### src/rtl/lprt_pkg.sv
// Shared types, operation and status codes, and a helper function for the route table.
package lprt_pkg;

  localparam int unsigned ADDR_W = 32;
  localparam int unsigned LEN_W  = 6;
  localparam int unsigned PORT_W = 8;
  localparam int unsigned MET_W  = 32;

  localparam logic [LEN_W-1:0] MAX_LEN = LEN_W'(ADDR_W);

  localparam logic [1:0] FUNC_INSERT = 2'd0;
  localparam logic [1:0] FUNC_DELETE = 2'd1;
  localparam logic [1:0] FUNC_QUERY  = 2'd2;

  localparam logic [1:0] STATUS_DONE      = 2'd0;
  localparam logic [1:0] STATUS_NOT_FOUND = 2'd1;
  localparam logic [1:0] STATUS_REPLACED  = 2'd2;
  localparam logic [1:0] STATUS_FULL      = 2'd3;

  typedef struct packed {
    logic [1:0]        func;
    logic [ADDR_W-1:0] prefix_addr;
    logic [LEN_W-1:0]  prefix_len;
    logic [ADDR_W-1:0] next_hop;
    logic [PORT_W-1:0] port;
    logic [MET_W-1:0]  metric;
  } cmd_t;

  typedef struct packed {
    logic [1:0]        status;
    logic [ADDR_W-1:0] found_next_hop;
    logic [PORT_W-1:0] found_port;
    logic [MET_W-1:0]  found_metric;
  } rsp_t;

  // Command travelling along the row of cells. For a query, len holds the
  // length of the best match so far and the route fields hold its data.
  typedef struct packed {
    logic              vld;
    logic [1:0]        func;
    logic [ADDR_W-1:0] addr;
    logic [LEN_W-1:0]  len;
    logic              hit;
    logic              free_found;
    logic [ADDR_W-1:0] next_hop;
    logic [PORT_W-1:0] port;
    logic [MET_W-1:0]  metric;
  } tok_t;

  // Write of a new route into the lowest free cell at the end of an insert.
  typedef struct packed {
    logic              en;
    logic [ADDR_W-1:0] prefix;
    logic [LEN_W-1:0]  len;
    logic [ADDR_W-1:0] next_hop;
    logic [PORT_W-1:0] port;
    logic [MET_W-1:0]  metric;
  } wr_t;

  function automatic logic [ADDR_W-1:0] len_mask(input logic [LEN_W-1:0] len);
    len_mask = ~({ADDR_W{1'b1}} >> len);
  endfunction

endpackage

### src/rtl/lprt_cell.sv
// One route slot of the table, which checks and updates the command passing through it.
module lprt_cell #(
  parameter int IDX_W    = 6,
  parameter int CELL_IDX = 0
) (
  input  logic                clk,
  input  logic                rst,
  input  lprt_pkg::tok_t      tok_in,
  input  logic [IDX_W-1:0]    free_idx_in,
  input  lprt_pkg::wr_t       wr,
  input  logic [IDX_W-1:0]    wr_idx,
  output lprt_pkg::tok_t      tok_out,
  output logic [IDX_W-1:0]    free_idx_out
);

  logic                          valid;
  logic [lprt_pkg::ADDR_W-1:0]   prefix;
  logic [lprt_pkg::LEN_W-1:0]    len;
  logic [lprt_pkg::ADDR_W-1:0]   next_hop;
  logic [lprt_pkg::PORT_W-1:0]   port;
  logic [lprt_pkg::MET_W-1:0]    metric;

  lprt_pkg::tok_t   tok_next;
  logic [IDX_W-1:0] free_idx_next;
  logic             match_exact;
  logic             match_query;
  logic             upd;
  logic             clr;
  logic             wr_hit;

  assign wr_hit = wr.en && (wr_idx == IDX_W'(CELL_IDX));

  always_comb begin
    match_exact   = valid && (len == tok_in.len) && (prefix == tok_in.addr);
    match_query   = valid && (prefix == (tok_in.addr & lprt_pkg::len_mask(len)))
                    && (!tok_in.hit || (len > tok_in.len));
    tok_next      = tok_in;
    free_idx_next = free_idx_in;
    upd           = 1'b0;
    clr           = 1'b0;
    if (tok_in.vld) begin
      case (tok_in.func)
        lprt_pkg::FUNC_INSERT: begin
          if (match_exact) begin
            tok_next.hit = 1'b1;
            upd          = 1'b1;
          end
          if (!valid && !tok_in.free_found) begin
            tok_next.free_found = 1'b1;
            free_idx_next       = IDX_W'(CELL_IDX);
          end
        end
        lprt_pkg::FUNC_DELETE: begin
          if (match_exact) begin
            tok_next.hit = 1'b1;
            clr          = 1'b1;
          end
        end
        lprt_pkg::FUNC_QUERY: begin
          if (match_query) begin
            tok_next.hit      = 1'b1;
            tok_next.len      = len;
            tok_next.next_hop = next_hop;
            tok_next.port     = port;
            tok_next.metric   = metric;
          end
        end
        default: begin
          tok_next = tok_in;
        end
      endcase
    end
  end

  always_ff @(posedge clk) begin
    if (rst) begin
      valid <= 1'b0;
    end else if (upd || wr_hit) begin
      valid <= 1'b1;
    end else if (clr) begin
      valid <= 1'b0;
    end
  end

  always_ff @(posedge clk) begin
    if (upd) begin
      prefix   <= tok_in.addr;
      len      <= tok_in.len;
      next_hop <= tok_in.next_hop;
      port     <= tok_in.port;
      metric   <= tok_in.metric;
    end else if (wr_hit) begin
      prefix   <= wr.prefix;
      len      <= wr.len;
      next_hop <= wr.next_hop;
      port     <= wr.port;
      metric   <= wr.metric;
    end
  end

  always_ff @(posedge clk) begin
    if (rst) begin
      tok_out <= '0;
    end else begin
      tok_out <= tok_next;
    end
    free_idx_out <= free_idx_next;
  end

endmodule
### config.mk
export PLATFORM = sky130hd
export DESIGN_NAME = lprt_cell
export DESIGN_NICKNAME = d
export VERILOG_FILES = /design/src/rtl/lprt_pkg.sv /design/src/rtl/lprt_cell.sv
export SDC_FILE = /design/constraint.sdc
export NUM_CORES = 1
export LEC_CHECK = 0
export BUFFER_PORTS_ARGS = -buffer_cell sky130_fd_sc_hd__buf_2
export CORE_MARGIN = 1
export CORE_UTILIZATION = 30
export CTS_CLUSTER_DIAMETER = 120
export DETAILED_ROUTE_END_ITERATION = 8
export GPL_TIMING_DRIVEN = 0
export PLACE_DENSITY = 0.62
export REMOVE_ABC_BUFFERS = 1
export SETUP_SLACK_MARGIN = 0.05
export SLEW_MARGIN = 20
export SYNTH_ARGS = -nofsm -noshare
export SYNTH_HDL_FRONTEND = slang
export SYNTH_SLANG_ARGS = --single-unit
export TNS_END_PERCENT = 5
### constraint.sdc
create_clock -name clk -period 4.75 [get_ports clk]
set_input_delay 0.95 -clock clk [delete_from_list [all_inputs] [get_ports clk]]
set_output_delay 0.95 -clock clk [all_outputs]
set_load 0.005 [all_outputs]
==> reports/results.tsv <==
stage	metric	value	unit
run_status	outcome	complete, no violations	
place	port_buffers	360	
cts	cts-root-to-sink-buffers	3	
drt	wl_met3	2621	µm
worst_setup_path	path_max_fanout	24	
timing	post-route-period-util	92.19	%
floorplan	core-area	35570	µm²
floorplan	die-area	36980	µm²
place	post-dp-hpwl	23880	µm
cts	worstSkewPairLatency	550	ps
synth	synth_cells	941	
synth	ys_types	61	
global_routing	grt_first_pass_wirelength	46810	µm
global_routing	grt_pass1_vias	8249	
finish	area_growth	30.47	%
drt	vias	8464	
drt	wl	32420	µm
worst_hold_path	hp-class	reg2reg	
worst_setup_path	reg2reg_slack	370	ps
drt	post_drt_wl_per_cell	18.14	µm
timing	setup-tns-final	0	ps
timing	finalClockSkew	12.70	ps
timing	timing.final.hold_violations	0	
pwr	powerDensity	323.9	nW/µm²
timing	max_freq	0.2284	GHz
worst_setup_path	cp.required	5210	ps
cts	cts_tree	built	
cts	cts.sink_count	232	
worst_setup_path	crit_type	reg2reg	
worst_setup_path	end_kind	flop	
synth	syn_area_per_cell	11.55	µm²
finish	final_common_cell	buf_2	
timing	tightest_slew	863.7	ps
drt	route.met2.wl	15380	µm
finish	fin_cells	1787	
cts	cts_buffers	27	
drt	dr.pass1.iters	6	
global_routing	overflow	0	
synth	yosys_warnings	0	
timing	maxSlewViolCount	0	
pwr	peakVddDrop	328.2	µV
floorplan	initial_utilization	30.54	%
global_routing	grt_max_degree	117	
finish	fill_cells	3477	
place	gp_congestion	0.8551	
floorplan	io_pins	361	
drt	vias_per_cell	4.736	
floorplan	die_w	192.3	µm
finish	multiInputGateArea	4773	µm²
global_routing	antenna_found_initial	5	
synth	yosysSeqAreaShare	52.88	%
worst_setup_path	start_kind	flop	
timing	min_period	4379	ps
finish	fin_util	39.85	%
place	dp_cells	1731	
finish	nets	1549	
finish	ff_latch_area	5746	µm²
synth	ys_seq_elements	232	
finish	drive_above_1_share	40.56	%
drt	top_layer	met5	
job	maxCapViolCount	0	
drt	m1WireLength	13390	µm
global_routing	track_usage	16.58	%
cts	htree_levels	1	
timing	setup_viol_count_final	0	
drt	dr.first_iter.drc_count	397	
drt	ant_nets	0	
worst_setup_path	arrival	4840	ps
synth	synth_edf_count	110	
pwr	cellLeakagePower	5.871	nW
cts	root_buffer	clkbuf_16	
synth	synth_ff_type	dfxtp_1	
synth	syn_area	10860	µm²
cts	clkTransAtPathRegs	60	ps
timing	rsz0062_at_grt	false	
timing	slew_headroom	41.89	%
floorplan	fp-row-count	69	
finish	final_cell_mix	370 x buf_2, 161 x nand2b_1, 122 x dfxtp_1, 110 x edfxtp_1, 100 x mux2_2	
synth	async_flop_share	0	%
floorplan	die_height	192.3	µm
drt	drc	0	
path summary, 6_finish.rpt:
path                start          end  depth (start not counted)
hold / removal    port[5]  tok_out[37]                          2
setup / recovery   len[4]   tok_out[2]                         14
hold reg to reg   port[5]  tok_out[37]                          2
setup reg to reg   len[4]   tok_out[2]                         14
cell families (layout without fill, tap and decap cells):
| kind of cell | Yosys count | in the layout | share of synthesized area [%] |
|---|---|---|---|
| simple gates | 312 | 312 | 17.01 |
| flops | 232 | 232 | 52.88 |
| mux | 181 | 181 | 17.83 |
| compound gates | 102 | 102 | 6.162 |
| buf+inv | 83 | 466 | 3.409 |
| xor+xnor | 25 | 25 | 2.015 |
| fa+ha+maj | 6 | 6 | 0.6910 |
| other cells | 0 | 2 | 0 |
per-stage QoR:
| stage | power, mW | instance area [µm²] | hold slack (ps) | setup WS [ps] |
|---|---|---|---|---|
| floorplan | 2.375 | 10600 | 474.8 | -8688 |
| global placement | 2.610 | 12980 | 493.8 | -16520 |
| detailed placement | 2.615 | 13250 | 506.3 | -104.7 |
| CTS | 4.666 | 14120 | 512.5 | 117.1 |
| global route | 4.780 | 14170 | 535.8 | 67.21 |
| finish | 4.592 | 14170 | 515.1 | 371.1 |
where the power goes:
group / switching (mW) / internal [mW] / total (mW)
clock: 0.846 / 1.18 / 2.02
sequential: 0.0175 / 2.15 / 2.17
combinational: 0.183 / 0.214 / 0.397
synthesized netlist by cell type, drive strengths merged, types with 2 or more instances:
cell	number	share of area, %
nand2b	161	9.3
dfxtp	122	22
edfxtp	110	30
mux2	100	10
mux2i	81	7.5
nor2b	51	2.9
o21ai	44	2.0
clkbuf	39	1.3
nand2	31	1.1
inv	28	0.97
xnor2	19	1.5
buf	16	1.1
nor2	16	0.55
a21oi	11	0.51
nor4	11	0.63
nor3	8	0.37
nand3	7	0.32
ha	6	0.69
nand4	6	0.35
o2111ai	6	0.48
xor2	6	0.48
o22ai	5	0.29
a21o	4	0.28
a31oi	4	0.23
or3	4	0.23
and3	3	0.17
and4	3	0.24
nor4b	3	0.24
o21a	3	0.21
a211oi	2	0.14
a311o	2	0.18
a32oi	2	0.16
o2111a	2	0.21
or2	2	0.12
worst max-delay path: stages, from the launching register on:
cell and delay (ps):
edfxtp_1 740, nor2_1 620, a211o_1 180, o2111ai_1 130
nor4_1 280, o2111ai_1 270, nor4_4 500, buf_2 270
buf_2 220, buf_4 180, buf_4 160, buf_4 160
buf_4 150, buf_4 170, mux2i_1 220
routing by layer:
layer	vias up	global-route usage (%)
met5	-	0
met4	8	4.967
met3	60	4.510
met2	342	28.43
met1	3991	20.14
li1	4063	-
cell type report:
type | instances | share of cell area (%)
diodes | 2 | 0.03531
clock buffers | 36 | 5.367
clock inverters | 14 | 0.7062
inverters | 28 | 0.7415
multi-input cells | 626 | 33.67
flip-flops and latches | 232 | 40.53
well taps | 461 | 4.069
repair buffers | 388 | 14.87
state kept, by name (all words and copies together) (netlist names):
signal / flops
free_idx_out: 6
len: 6
next_hop: 32
port: 8
metric: 32
prefix: 32
tok_out: 115
valid: 1
timing repair:
item / 4_1_cts / 5_1_grt
buffers inserted: 0 / 4
resized for setup: 1 / 0
hold buffers: 0 / 0
endpoints found under the setup margin: 6 / 6
Power figures use the tool's default switching activity.
